--- src/sv/fsge_pkg.sv ---
`default_nettype none
package fsge_pkg;

    localparam int GRID_WIDTH  = 64;
    localparam int GRID_HEIGHT = 64;

    localparam int OP_W    = 2;
    localparam int COORD_W = 6;
    localparam int TYPE_W  = 2;
    localparam int COLOR_W = 32;
    localparam int STAMP_W = 16;
    localparam int CELL_W  = TYPE_W + COLOR_W + STAMP_W;

    localparam logic [TYPE_W-1:0]  T_VOID     = 2'd0;
    localparam logic [TYPE_W-1:0]  T_SAND     = 2'd1;
    localparam logic [TYPE_W-1:0]  T_WATER    = 2'd2;
    localparam logic [COLOR_W-1:0] VOID_COLOR = 32'hFF00_0000;

    localparam logic [CELL_W-1:0] VOID_CELL = {T_VOID, VOID_COLOR, {STAMP_W{1'b0}}};

    typedef enum logic [OP_W-1:0] {
        OP_SET  = 2'd0,
        OP_PASS = 2'd1,
        OP_READ = 2'd2,
        OP_NOP  = 2'd3
    } op_t;

    localparam logic [2:0] CAND_BELOW      = 3'd0;
    localparam logic [2:0] CAND_BELOW_L    = 3'd1;
    localparam logic [2:0] CAND_BELOW_R    = 3'd2;
    localparam logic [2:0] CAND_LEFT       = 3'd3;
    localparam logic [2:0] CAND_RIGHT      = 3'd4;
    localparam logic [2:0] CAND_LAST_SAND  = CAND_BELOW_R;
    localparam logic [2:0] CAND_LAST_WATER = CAND_RIGHT;

    typedef enum logic [1:0] {
        ADDR_POS = 2'd0,
        ADDR_IN  = 2'd1,
        ADDR_NB  = 2'd2
    } addr_sel_t;

    typedef enum logic [1:0] {
        WD_VOID = 2'd0,
        WD_SET  = 2'd1,
        WD_CUR  = 2'd2,
        WD_SRC  = 2'd3
    } wdata_sel_t;

    typedef struct packed {
        logic       in_ready;
        logic       pos_clr;
        logic       pos_inc;
        addr_sel_t  addr_sel;
        logic       rd_en;
        logic       wr_en;
        wdata_sel_t wd_sel;
        logic       cur_latch;
        logic       nb_latch;
        logic       cand_clr;
        logic       cand_inc;
        logic       swap_set;
        logic       res_latch;
        logic       out_load;
    } cmd_t;

    typedef struct packed {
        logic in_valid;
        op_t  op;
        logic in_inside;
        logic last_cell;
        logic skip;
        logic movable;
        logic cand_ok;
        logic nb_inside;
        logic nb_void;
        logic nb_swap;
        logic out_free;
    } sts_t;

endpackage
`default_nettype wire

--- src/sv/fsge_ctrl.sv ---
`default_nettype none
module fsge_ctrl (
    input  wire logic           clk,
    input  wire logic           rst_n,
    input  wire fsge_pkg::sts_t sts,
    output fsge_pkg::cmd_t      cmd
);

    typedef enum logic [13:0] {
        ST_IDLE    = 14'b00000000000001,
        ST_CLEAR   = 14'b00000000000010,
        ST_SET     = 14'b00000000000100,
        ST_RD      = 14'b00000000001000,
        ST_RD_WAIT = 14'b00000000010000,
        ST_CUR_RD  = 14'b00000000100000,
        ST_CUR_CHK = 14'b00000001000000,
        ST_NB_RD   = 14'b00000010000000,
        ST_NB_CHK  = 14'b00000100000000,
        ST_MV_A    = 14'b00001000000000,
        ST_MV_B    = 14'b00010000000000,
        ST_STAY    = 14'b00100000000000,
        ST_NEXT    = 14'b01000000000000,
        ST_DONE    = 14'b10000000000000
    } state_t;

    state_t state_reg, state_next;

    always_ff @(posedge clk or negedge rst_n)
    begin
        if (!rst_n)
        begin
            state_reg <= ST_CLEAR;
        end
        else
        begin
            state_reg <= state_next;
        end
    end

    always_comb
    begin
        state_next = state_reg;
        cmd = '0;
        cmd.addr_sel = fsge_pkg::ADDR_POS;
        cmd.wd_sel = fsge_pkg::WD_VOID;
        case (state_reg)
            ST_CLEAR:
            begin
                cmd.wr_en = 1'b1;
                cmd.pos_inc = 1'b1;
                if (sts.last_cell)
                begin
                    cmd.pos_clr = 1'b1;
                    state_next = ST_IDLE;
                end
            end
            ST_IDLE:
            begin
                cmd.in_ready = 1'b1;
                cmd.pos_clr = 1'b1;
                if (sts.in_valid)
                begin
                    state_next = ST_DONE;
                    case (sts.op)
                        fsge_pkg::OP_SET:  state_next = ST_SET;
                        fsge_pkg::OP_PASS: state_next = ST_CUR_RD;
                        fsge_pkg::OP_READ: state_next = ST_RD;
                        default:           state_next = ST_DONE;
                    endcase
                end
            end
            ST_SET:
            begin
                cmd.addr_sel = fsge_pkg::ADDR_IN;
                cmd.wd_sel = fsge_pkg::WD_SET;
                cmd.wr_en = sts.in_inside;
                state_next = ST_DONE;
            end
            ST_RD:
            begin
                cmd.addr_sel = fsge_pkg::ADDR_IN;
                cmd.rd_en = 1'b1;
                state_next = sts.in_inside ? ST_RD_WAIT : ST_DONE;
            end
            ST_RD_WAIT:
            begin
                cmd.res_latch = 1'b1;
                state_next = ST_DONE;
            end
            ST_CUR_RD:
            begin
                cmd.rd_en = 1'b1;
                state_next = ST_CUR_CHK;
            end
            ST_CUR_CHK:
            begin
                cmd.cur_latch = 1'b1;
                cmd.cand_clr = 1'b1;
                if (sts.skip)
                begin
                    state_next = ST_NEXT;
                end
                else if (sts.movable)
                begin
                    state_next = ST_NB_RD;
                end
                else
                begin
                    state_next = ST_STAY;
                end
            end
            ST_NB_RD:
            begin
                cmd.addr_sel = fsge_pkg::ADDR_NB;
                if (!sts.cand_ok)
                begin
                    state_next = ST_STAY;
                end
                else if (!sts.nb_inside)
                begin
                    cmd.cand_inc = 1'b1;
                end
                else
                begin
                    cmd.rd_en = 1'b1;
                    state_next = ST_NB_CHK;
                end
            end
            ST_NB_CHK:
            begin
                cmd.nb_latch = 1'b1;
                if (sts.nb_void || sts.nb_swap)
                begin
                    cmd.swap_set = sts.nb_swap;
                    state_next = ST_MV_A;
                end
                else
                begin
                    cmd.cand_inc = 1'b1;
                    state_next = ST_NB_RD;
                end
            end
            ST_MV_A:
            begin
                cmd.addr_sel = fsge_pkg::ADDR_NB;
                cmd.wd_sel = fsge_pkg::WD_CUR;
                cmd.wr_en = 1'b1;
                state_next = ST_MV_B;
            end
            ST_MV_B:
            begin
                cmd.wd_sel = fsge_pkg::WD_SRC;
                cmd.wr_en = 1'b1;
                state_next = ST_NEXT;
            end
            ST_STAY:
            begin
                cmd.wd_sel = fsge_pkg::WD_CUR;
                cmd.wr_en = 1'b1;
                state_next = ST_NEXT;
            end
            ST_NEXT:
            begin
                if (sts.last_cell)
                begin
                    state_next = ST_DONE;
                end
                else
                begin
                    cmd.pos_inc = 1'b1;
                    state_next = ST_CUR_RD;
                end
            end
            ST_DONE:
            begin
                if (sts.out_free)
                begin
                    cmd.out_load = 1'b1;
                    state_next = ST_IDLE;
                end
            end
            default:
            begin
                state_next = ST_IDLE;
            end
        endcase
    end

endmodule
`default_nettype wire

--- config.mk ---
export PLATFORM = sky130hd
export DESIGN_NAME = fsge_ctrl
export DESIGN_NICKNAME = d
export VERILOG_FILES = /design/src/sv/fsge_pkg.sv /design/src/sv/fsge_ctrl.sv
export SDC_FILE = /design/constraint.sdc
export NUM_CORES = 1
export LEC_CHECK = 0
export ABC_AREA = 0
export BUFFER_PORTS_ARGS = -buffer_cell sky130_fd_sc_hd__buf_2
export CAP_MARGIN = 20
export CELL_PAD_IN_SITES_DETAIL_PLACEMENT = 1
export CELL_PAD_IN_SITES_GLOBAL_PLACEMENT = 1
export CORE_ASPECT_RATIO = 0.6
export CORE_UTILIZATION = 34
export CTS_BUF_LIST = sky130_fd_sc_hd__clkbuf_16
export CTS_CLUSTER_DIAMETER = 60
export DETAILED_ROUTE_END_ITERATION = 12
export PLACE_DENSITY = 0.8
export SLEW_MARGIN = 5
export SYNTH_ARGS = -nofsm -noshare
export SYNTH_HDL_FRONTEND = slang
export SYNTH_SLANG_ARGS = --single-unit
--- constraint.sdc ---
create_clock -name clk -period 2.5 [get_ports clk]
set_clock_uncertainty 0.15 [all_clocks]
set_input_delay 0.625 -clock clk [delete_from_list [all_inputs] [get_ports clk]]
set_output_delay 0.625 -clock clk [all_outputs]
set_load 0.02 [all_outputs]
==> results.sh, run 1 <==
export IMPL_core_sq_um=2910
export IMPL_crit_type="reg -> out"
export IMPL_nets=216
export IMPL_r2r_end="state_reg[0]$_DFFE_PN0P_"
export IMPL_antenna_found_initial=0
export IMPL_die_w_microns=74.0
export IMPL_period_share=1.20
export IMPL_reg2reg_depth=8
export IMPL_clock_latency_ps=260
export IMPL_p_total_mw=2.12
export IMPL_synth_warnings=0
export IMPL_synth_net_count=129
export IMPL_powerDensity_nw_per_um2=1040
export IMPL_path_clk_slew_ps=60
export IMPL_ioPinCount=30
export IMPL_synth_cell_types=46
export IMPL_grt_max_degree=15
export IMPL_place_congestion=0.941
export IMPL_final_common_cell="buf_4"
export IMPL_grtUsageTotal=0.357
export IMPL_max_cap_violations=0
export IMPL_grt_setup_unrepaired="yes"
export IMPL_netlist_area_sq_um=1060
export IMPL_drv_slew=0
export IMPL_hpwl_microns=3180
export IMPL_largest_register_ffs=14
export IMPL_vias_per_cell=6.50
export IMPL_hp_class="in -> async"
export IMPL_synthCells=115
export IMPL_r2r_start="state_reg[6]$_DFFE_PN0P_"
export IMPL_worstSetupEndpointType="primary output"
export IMPL_required_ps=1730
export IMPL_avgSynthCellArea_sq_um=9.19
export IMPL_setup_tns_ps=-5000
export IMPL_final_cells=243
export IMPL_fin_ws_ps=-500
export IMPL_grt_pass1_vias=1491
export IMPL_crit_fanout=4
export IMPL_area_growth_pct=92.4
export IMPL_slew_headroom=0.657
export IMPL_hold_violations=0
export IMPL_crit_path_start_kind="flop"
export IMPL_ff2ff_setup_slack_ps=-70
export IMPL_dpl_instance_area_sq_um=1500
export IMPL_start_util=0.363
export IMPL_ctsHoldBuffers=0
export IMPL_cts_max_level=1
export IMPL_numClockSinks=14
export IMPL_placedCellCount=213
export IMPL_clock_path_buffers=2
export IMPL_ir_drop_v=0.000689
export IMPL_grt_pass1_wl_microns=8340
export IMPL_finalHoldWorstSlack_ps=113
export IMPL_outcome="finished with violations"
export IMPL_grt_overflow_total=0
export IMPL_port_buffers=29
export IMPL_yosys_register_bits=14
export IMPL_layout_common_cells="53 x buf_4, 21 x buf_6, 13 x buf_2"
export IMPL_grt_busiest_layer="met2"
export IMPL_cts_buffers=3
export IMPL_drive_gt1_frac=0.642
export IMPL_fmax_mhz=333
export IMPL_routed_wl_microns=6960
export IMPL_arrival_ps=2220
export IMPL_met2_usage=0.591
export IMPL_dr_pass1_iters=5
export IMPL_die_h_microns=45.2
export IMPL_vias=1579
export IMPL_antenna_cells=0
export IMPL_design_area_sq_um=2030
export IMPL_p_leak_nw=0.996
export IMPL_setup_viol=17
export IMPL_fp_row_count=15
export IMPL_die_area_sq_um=3340
export IMPL_ctsRootBufferMaster="clkbuf_16"
export IMPL_fin_crit_ps=3000
export IMPL_cts_tree="built"
export IMPL_drt_iter0_drc=136
export IMPL_violations="setup timing"
export IMPL_nFillCells=301
export IMPL_remaining_drc_errors=0
export IMPL_wl_per_cell_microns=28.7
export IMPL_met3_usage=0.100
export IMPL_antenna_left=0
export IMPL_tightest_slew_ps=512
export IMPL_ys_seq_area_frac=0.333
export IMPL_gr_usage_met1=0.453
-- cell type report --
| cell class | count | area (sq um) | area share |
|---|---|---|---|
| clock buffers | 3 | 75.1 | 0.0369 |
| clock inverters | 1 | 3.75 | 0.00185 |
| inverters | 3 | 11.3 | 0.00554 |
| multi-input cells | 93 | 840 | 0.413 |
| flip-flops and latches | 14 | 353 | 0.173 |
| well taps | 42 | 52.6 | 0.0258 |
| repair buffers | 87 | 699 | 0.344 |
-- timing repair --
action	in CTS	in global routing
gates resized for setup	35	32
endpoints found under the setup margin	16	18
setup buffers	13	15
pin swaps	14	18
gates cloned	0	0
-- logic make-up after synthesis --
kind of cell,share of synthesized area
flip-flops,0.333
AND/OR/NAND/NOR,0.465
buffers and inverters,0.0426
AO/OA/AOI/OAI,0.143
XOR/XNOR,0.0166
-- cell usage after synthesis (all sizes together) --
master  count  area share
dfrtp      13        0.31
nor2       13       0.046
nor4       11        0.11
nand2       6       0.021
nor3b       6       0.043
nor2b       5       0.030
nand4       4       0.024
o21ai       4       0.019
a22o        3       0.025
buf         3       0.025
inv         3       0.011
nand3b      3       0.021
nand4b      3       0.025
or2         3       0.018
or4         3       0.025
a21o        2       0.015
a21oi       2      0.0095
and2        2       0.012
and3        2       0.012
clkbuf      2      0.0071
nand3       2      0.0095
nor4b       2       0.017
o211ai      2       0.014
or4b        2       0.019
a211o       1      0.0083
a21bo       1      0.0095
a311o       1      0.0095
a31o        1      0.0083
a32o        1      0.0095
and4        1      0.0083
and4b       1       0.011
dfstp       1       0.025
nor3        1      0.0047
nor4bb      1      0.0095
o21a        1      0.0071
o22a        1      0.0083
xnor2       1      0.0083
xor2        1      0.0083
-- worst max-delay path by stage --
stage / from / slack (ps) / cells past startpoint / endpoint
finish: state_reg[8]$_DFFE_PN0P_ / -500 / 6 / cmd[10]
global route: state_reg[9]$_DFFE_PN0P_ / -540 / 7 / cmd[10]
CTS: state_reg[13]$_DFFE_PN0P_ / -290 / 5 / cmd[9]
detailed placement: state_reg[4]$_DFFE_PN0P_ / -80 / 4 / cmd[9]
global placement: state_reg[4]$_DFFE_PN0P_ / -40 / 4 / cmd[9]
floorplan: state_reg[3]$_DFFE_PN0P_ / -70 / 4 / cmd[13]
-- critical path: stages (launching register included) --
cell and delay [ps]:
dfrtp_1 460, nor2_1 430, nand4_1 220, nor3b_2 310, and3_4 260, a211o_1 150
buf_6 130
-- report_power, final --
group / internal [mW] / switching, mW / leakage, nW / total [mW]
sequential: 0.258 / 0.0453 / 0.186 / 0.303
clock: 0.213 / 0.113 / 0.0385 / 0.325
combinational: 0.712 / 0.781 / 0.771 / 1.49
-- metal layers --
metal / vias up / wire length (microns) / part of all wire
met5: - / 0 / 0
met2: 150 / 3070 / 0.44
met3: 54 / 801 / 0.12
met1: 758 / 2620 / 0.38
li1: 617 / - / -
met4: 0 / 471 / 0.068
-- stage by stage --
step                setup slack (ps)   util
floorplan                      -68.2      -
global placement               -38.9  0.516
detailed placement             -81.7  0.516
CTS                             -295  0.621
global route                    -544  0.699
finish                          -500  0.699
Power figures use the tool's default switching activity.
==> inputs of run 2 (changes only) <==
CAP_MARGIN = unset   (was 20)
CORE_UTILIZATION = 36   (was 34)
CTS_BUF_LIST = sky130_fd_sc_hd__clkbuf_4 sky130_fd_sc_hd__clkbuf_8   (was sky130_fd_sc_hd__clkbuf_16)
PLACE_DENSITY = 0.84   (was 0.8)
==> results.sh, run 2 <==
export IMPL_outcome="stopped before the end"
export IMPL_haltStage="5_1_grt"
export IMPL_stop_error="[ERROR DPL-0033] detailed placement checks failed during check placement."
export IMPL_netlist_area_sq_um=1060
export IMPL_ctsRootBufferMaster="clkbuf_8"
export IMPL_port_buffers=29
export IMPL_synth_edff_count=0
export IMPL_fp_row_count=14
export IMPL_grt_max_degree=15
export IMPL_synth_warnings=0
export IMPL_synth_cell_types=46
export IMPL_endpoint_type="primary output"
export IMPL_antenna_found_initial=0
export IMPL_die_h_microns=44.0
export IMPL_numClockSinks=14
export IMPL_avgSynthCellArea_sq_um=9.19
export IMPL_synth_net_count=129
export IMPL_ys_seq_area_frac=0.333
export IMPL_cts_max_level=1
export IMPL_synth_common_cells="13 x dfrtp_1, 13 x nor2_1, 6 x nand2_1, 6 x nor3b_1, 6 x nor4_1"
export IMPL_cts_buffers=3
export IMPL_die_w_microns=72.0
export IMPL_clock_path_buffers=2
export IMPL_ctsHoldBuffers=0
export IMPL_ys_flop_type="dfrtp_1"
export IMPL_yosys_register_bits=14
export IMPL_synth_top_area_share=0.308
export IMPL_crit_endpoint="cmd[10]"
export IMPL_synth_area_leaders="dfrtp_1 31%, nor2_1 4.6%, nor3b_1 4.3%"
export IMPL_ioPinCount=30
export IMPL_hpwl_microns=3300
export IMPL_placedCellCount=212
export IMPL_async_reset_ff_frac=1.00
export IMPL_yosysTopAreaCell="dfrtp_1"
export IMPL_synthCells=115
export IMPL_place_congestion=0.950
export IMPL_start_util=0.400
run 2: cell counts after synthesis:
Identical to the previous run, type by type.
run 2: what timing repair did:
action | in CTS
buffers inserted | 14
endpoints found under the setup margin | 15
pin swaps | 9
resized for setup | 35
run 2: cells by family after synthesis:
logic type,share of synthesized area
flip-flops,0.333
buffers and inverters,0.0426
AND/OR/NAND/NOR,0.465
XOR/XNOR,0.0166
AO/OA/AOI/OAI,0.143
run 2: through the flow:
step	TNS, ps	setup slack [ps]	util	instance area, sq um
CTS	-2820	-331	0.677	1790
detailed placement	-411	-124	0.570	1510
global placement	-276	-120	0.570	1510
floorplan	-191	-68.2	-	1100
==> inputs of run 3 (changes only) <==
CELL_PAD_IN_SITES_DETAIL_PLACEMENT = unset   (was 1)
CELL_PAD_IN_SITES_GLOBAL_PLACEMENT = unset   (was 1)
CORE_AREA = 2 2 63 65   (was unset)
CORE_ASPECT_RATIO = unset   (was 0.6)
CORE_UTILIZATION = unset   (was 36)
CTS_BUF_LIST = unset   (was sky130_fd_sc_hd__clkbuf_4 sky130_fd_sc_hd__clkbuf_8)
CTS_CLUSTER_DIAMETER = unset   (was 60)
DIE_AREA = 0 0 65 67   (was unset)
PLACE_DENSITY = unset   (was 0.84)
PLACE_DENSITY_LB_ADDON = 0.15   (was unset)
clock period = 3.2 ns   (was 2.5 ns; I/O delays follow)
==> results.sh, run 3 (synthesized netlist as in run 1, its figures left out) <==
export IMPL_outcome="completed"
export IMPL_slowest_delay_ps=620
export IMPL_worstSetupEndpointType="primary output"
export IMPL_port_buffers=29
export IMPL_die_h_microns=67
export IMPL_routed_wl_microns=2910
export IMPL_wl_per_cell_microns=15.0
export IMPL_antenna_cells=0
export IMPL_clock_path_buffers=2
export IMPL_sw_frac_of_total=0.436
export IMPL_fp_row_count=22
export IMPL_die_area_sq_um=4360
export IMPL_reg2reg_depth=6
export IMPL_setup_viol=0
export IMPL_post_cts_buffers=0
export IMPL_clock_latency_ps=250
export IMPL_slew_headroom=0.661
export IMPL_place_congestion=0.791
export IMPL_cp_cell_sequence="or4_1 -> nor4_4 -> o21a_1 -> a311o_1 -> buf_2"
export IMPL_combPwrFrac=0.556
export IMPL_tightest_slew_ps=507
export IMPL_cts_max_level=1
export IMPL_powerDensity_nw_per_um2=706
export IMPL_grt_setup_unrepaired="yes"
export IMPL_antenna_left=0
export IMPL_area_growth_pct=25.8
export IMPL_crit_path_start_kind="flop"
export IMPL_drive_gt1_frac=0.370
export IMPL_fin_util=0.369
export IMPL_cts_tree="built"
export IMPL_drt_iter0_drc=76
export IMPL_required_ps=2250
export IMPL_remaining_drc_errors=0
export IMPL_p_int_uw=530
export IMPL_largest_register_ffs=14
export IMPL_seqPwrFrac=0.259
export IMPL_worst_path_max_delay_cell="or4_1"
export IMPL_clkPwrFrac=0.185
export IMPL_p_leak_nw=0.652
export IMPL_max_cap_violations=0
export IMPL_finalHoldWorstSlack_ps=284
export IMPL_fmax_mhz=323
export IMPL_grt_max_degree=15
export IMPL_antenna_found_initial=0
export IMPL_start_util=0.293
export IMPL_grt_pass1_wl_microns=5170
export IMPL_grt_pass1_vias=1060
export IMPL_layout_common_cells="29 x buf_2, 13 x nor2_1, 13 x dfrtp_1"
export IMPL_nets=161
export IMPL_cts_buffers=3
export IMPL_ir_drop_v=0.000335
export IMPL_hpwl_microns=2370
export IMPL_final_common_cell="buf_2"
export IMPL_p_total_uw=939
export IMPL_crit_fanout=7
export IMPL_period_share=0.968
export IMPL_grtUsageTotal=0.153
export IMPL_ctsRootBufferMaster="clkbuf_8"
export IMPL_vias=1048
export IMPL_hp_class="in -> async"
export IMPL_path_clk_slew_ps=60
export IMPL_vias_per_cell=5.40
export IMPL_switchingPower_uw=409
export IMPL_hold_violations=0
export IMPL_drv_slew=0
export IMPL_arrival_ps=2150
export IMPL_fin_crit_ps=3100
export IMPL_crit_type="reg -> out"
export IMPL_ioPinCount=30
export IMPL_numClockSinks=14
export IMPL_nFillCells=370
export IMPL_ctsHoldBuffers=0
export IMPL_grt_overflow_total=0
export IMPL_die_w_microns=65
export IMPL_core_sq_um=3610
export IMPL_dr_pass1_iters=4
[run 3: final timing paths]
check	to	slack (ps)	from
max	cmd[9]	100	state_reg[3]$_DFFE_PN0P_
min	state_reg[10]$_DFFE_PN0P_	280	rst_n
max reg2reg	state_reg[11]$_DFFE_PN0P_	1000	state_reg[3]$_DFFE_PN0P_
min reg2reg	state_reg[1]$_DFFE_PN1P_	410	state_reg[1]$_DFFE_PN1P_
max in group asynchronous	state_reg[1]$_DFFE_PN1P_	2320	rst_n
min in group clk	state_reg[1]$_DFFE_PN1P_	410	state_reg[1]$_DFFE_PN1P_
[run 3: power groups by stage]
stage / sequential, mW / clock, mW / combinational, mW
2_1_floorplan: 0.233 / 0 / 0.371
3_3_place_gp: 0.243 / 0 / 0.504
3_5_place_dp: 0.244 / 0 / 0.500
4_1_cts: 0.242 / 0.175 / 0.505
5_1_grt: 0.251 / 0.184 / 0.578
6_report: 0.243 / 0.173 / 0.522
[run 3: final cells by class]
class	instances	area [sq um]	area share
Timing Repair Buffer	32	168	0.126
Tap cell	48	60.1	0.0452
Sequential cell	14	352	0.264
Multi-Input combinational cell	93	684	0.515
Inverter	3	11.3	0.00847
Clock buffer	4	55.1	0.0414
[run 3: critical path, delay by kind of cell (launching register included)]
kind / cells / cell delay (ps)
buffers and inverters: 1 / 160
flip-flops: 1 / 450
AO/OA/AOI/OAI: 2 / 350
AND/OR/NAND/NOR: 2 / 940
[run 3: repair_timing]
action                                  in CTS  in global routing
endpoints found under the setup margin       0                  6
gates resized for setup                      0                  4
hold endpoints to repair                     0                  0
[run 3: layer usage]
layer  routed length, microns  track usage  vias to the layer above  part of all wire
li1                         -            -                      507                 -
met1                     1310        0.201                      505              0.45
met2                     1440        0.260                       30              0.49
met3                      114       0.0203                        6             0.039
met4                       51       0.0479                        0             0.018
met5                        0            0                        -                 0
[run 3: metrics by stage]
step / setup TNS (ps) / worst slack, ps / instance area [sq um] / instances
final: 0 / 103 / 1330 / 194
after global routing: -71.0 / -26.5 / 1330 / 194
after CTS: 0 / 5.60 / 1310 / 194
after detailed placement: 0 / 290 / 1250 / 190
after global placement: 0 / 240 / 1250 / 190
after floorplan: 0 / 204 / 1060 / 115
==> inputs of run 4 (changes only) <==
CELL_PAD_IN_SITES_DETAIL_PLACEMENT = 1   (was unset)
CELL_PAD_IN_SITES_GLOBAL_PLACEMENT = 1   (was unset)
==> results.sh, run 4 (synthesized netlist as in run 1, its figures left out) <==
export IMPL_drt_iter0_drc=46
export IMPL_clock_path_buffers=2
export IMPL_ctsHoldBuffers=0
export IMPL_fin_crit_ps=3100
export IMPL_die_w_microns=65
export IMPL_dr_pass1_iters=4
export IMPL_grt_overflow_total=0
export IMPL_worstSetupEndpointType="primary output"
export IMPL_setup_viol=0
export IMPL_nFillCells=431
export IMPL_slew_headroom=0.682
export IMPL_setup_tns_ps=0
export IMPL_grt_pass1_wl_microns=5280
export IMPL_hpwl_microns=2680
export IMPL_tightest_slew_ps=476
export IMPL_max_cap_violations=0
export IMPL_powerDensity_nw_per_um2=704
export IMPL_outcome="completed"
export IMPL_path_clk_slew_ps=60
export IMPL_drive_gt1_frac=0.378
export IMPL_hp_class="in -> async"
export IMPL_required_ps=2250
export IMPL_crit_fanout=7
export IMPL_start_util=0.293
export IMPL_ctsRootBufferMaster="clkbuf_8"
export IMPL_drv_slew=0
export IMPL_antenna_left=0
export IMPL_crit_type="reg -> out"
export IMPL_fp_row_count=22
export IMPL_crit_path_start_kind="flop"
export IMPL_p_leak_nw=0.659
export IMPL_cts_tree="built"
export IMPL_routed_wl_microns=3350
export IMPL_core_sq_um=3610
export IMPL_port_buffers=29
export IMPL_wl_per_cell_microns=17.1
export IMPL_place_congestion=0.788
export IMPL_remaining_drc_errors=0
export IMPL_numClockSinks=14
export IMPL_antenna_cells=0
export IMPL_antenna_found_initial=0
export IMPL_final_common_cell="buf_2"
export IMPL_grtUsageTotal=0.166
export IMPL_multi_input_area_sq_um=686
export IMPL_ioPinCount=30
export IMPL_clock_latency_ps=250
export IMPL_grt_max_degree=15
export IMPL_arrival_ps=2150
export IMPL_fmax_mhz=322
export IMPL_hold_violations=0
export IMPL_grt_setup_unrepaired="no"
export IMPL_cts_max_level=1
export IMPL_vias_per_cell=5.53
export IMPL_ir_drop_v=0.000248
export IMPL_die_h_microns=67
export IMPL_largest_register_ffs=14
export IMPL_nets=163
export IMPL_seq_area_sq_um=352
export IMPL_period_share=0.970
export IMPL_layout_common_cells="29 x buf_2, 13 x nor2_1, 13 x dfrtp_1"
export IMPL_placedCellCount=191
export IMPL_vias=1083
export IMPL_cts_buffers=3
export IMPL_die_area_sq_um=4360
export IMPL_final_cells=196
export IMPL_area_growth_pct=27.3
export IMPL_grt_pass1_vias=1029
-- run 4: cell types whose count changed in the layout (fill, tap and decap cells not counted), sizes merged --
cell and change:
buf +2
-- run 4: metal layers --
| metal | up-vias | global-route usage | share of wire |
|---|---|---|---|
| met3 | 5 | 0.0203 | 0.027 |
| met1 | 550 | 0.212 | 0.45 |
| met4 | 0 | 0.0798 | 0.018 |
| met5 | - | 0 | 0 |
| met2 | 20 | 0.276 | 0.51 |
| li1 | 508 | - | - |
-- run 4: final timing paths --
kind,slack (ps),end,depth (start not counted),from
max,100,cmd[9],5,state_reg[3]$_DFFE_PN0P_
max in group asynchronous,2310,state_reg[1]$_DFFE_PN1P_,1,rst_n
min,290,state_reg[11]$_DFFE_PN0P_,1,rst_n
min reg2reg,420,state_reg[1]$_DFFE_PN1P_,2,state_reg[1]$_DFFE_PN1P_
max reg2reg,980,state_reg[13]$_DFFE_PN0P_,5,state_reg[4]$_DFFE_PN0P_
min in group clk,420,state_reg[1]$_DFFE_PN1P_,2,state_reg[1]$_DFFE_PN1P_
-- run 4: area by class of cell --
type / instances / share of cell area
Inverter: 3 / 0.00836
Sequential cell: 14 / 0.261
Multi-Input combinational cell: 93 / 0.509
Tap cell: 48 / 0.0446
Timing Repair Buffer: 34 / 0.136
Clock buffer: 4 / 0.0409
-- run 4: per-stage QoR --
step                      worst slack, ps  hold WS (ps)  area [sq um]   util  power [mW]
after detailed placement              268           406          1260  0.349       0.748
after CTS                            31.4           296          1320  0.366       0.933
after global placement                264           395          1260  0.349       0.746
after floorplan                       204           354          1060      -       0.604
after global routing                 14.1           306          1350  0.373        1.01
final                                96.4           290          1350  0.373       0.948
-- run 4: worst max-delay path: stages, from the launching register on --
cell     delay [ps]
dfrtp_1         470
or4_1           620
nor4_4          320
o21a_1          220
a311o_1         120
buf_2           160
-- run 4: repair_timing --
action | 4_1_cts | 5_1_grt
endpoints found under the setup margin | 1 | 4
setup buffers | 0 | 1
resized for setup | 1 | 3
cloned | 0 | 0
pin swaps | 0 | 2
-- run 4: power by group --
part           internal [mW]  leakage (nW)  switching (mW)
Combinational          0.221         0.442           0.304
Sequential             0.200         0.188          0.0442
Clock                  0.109        0.0288          0.0695
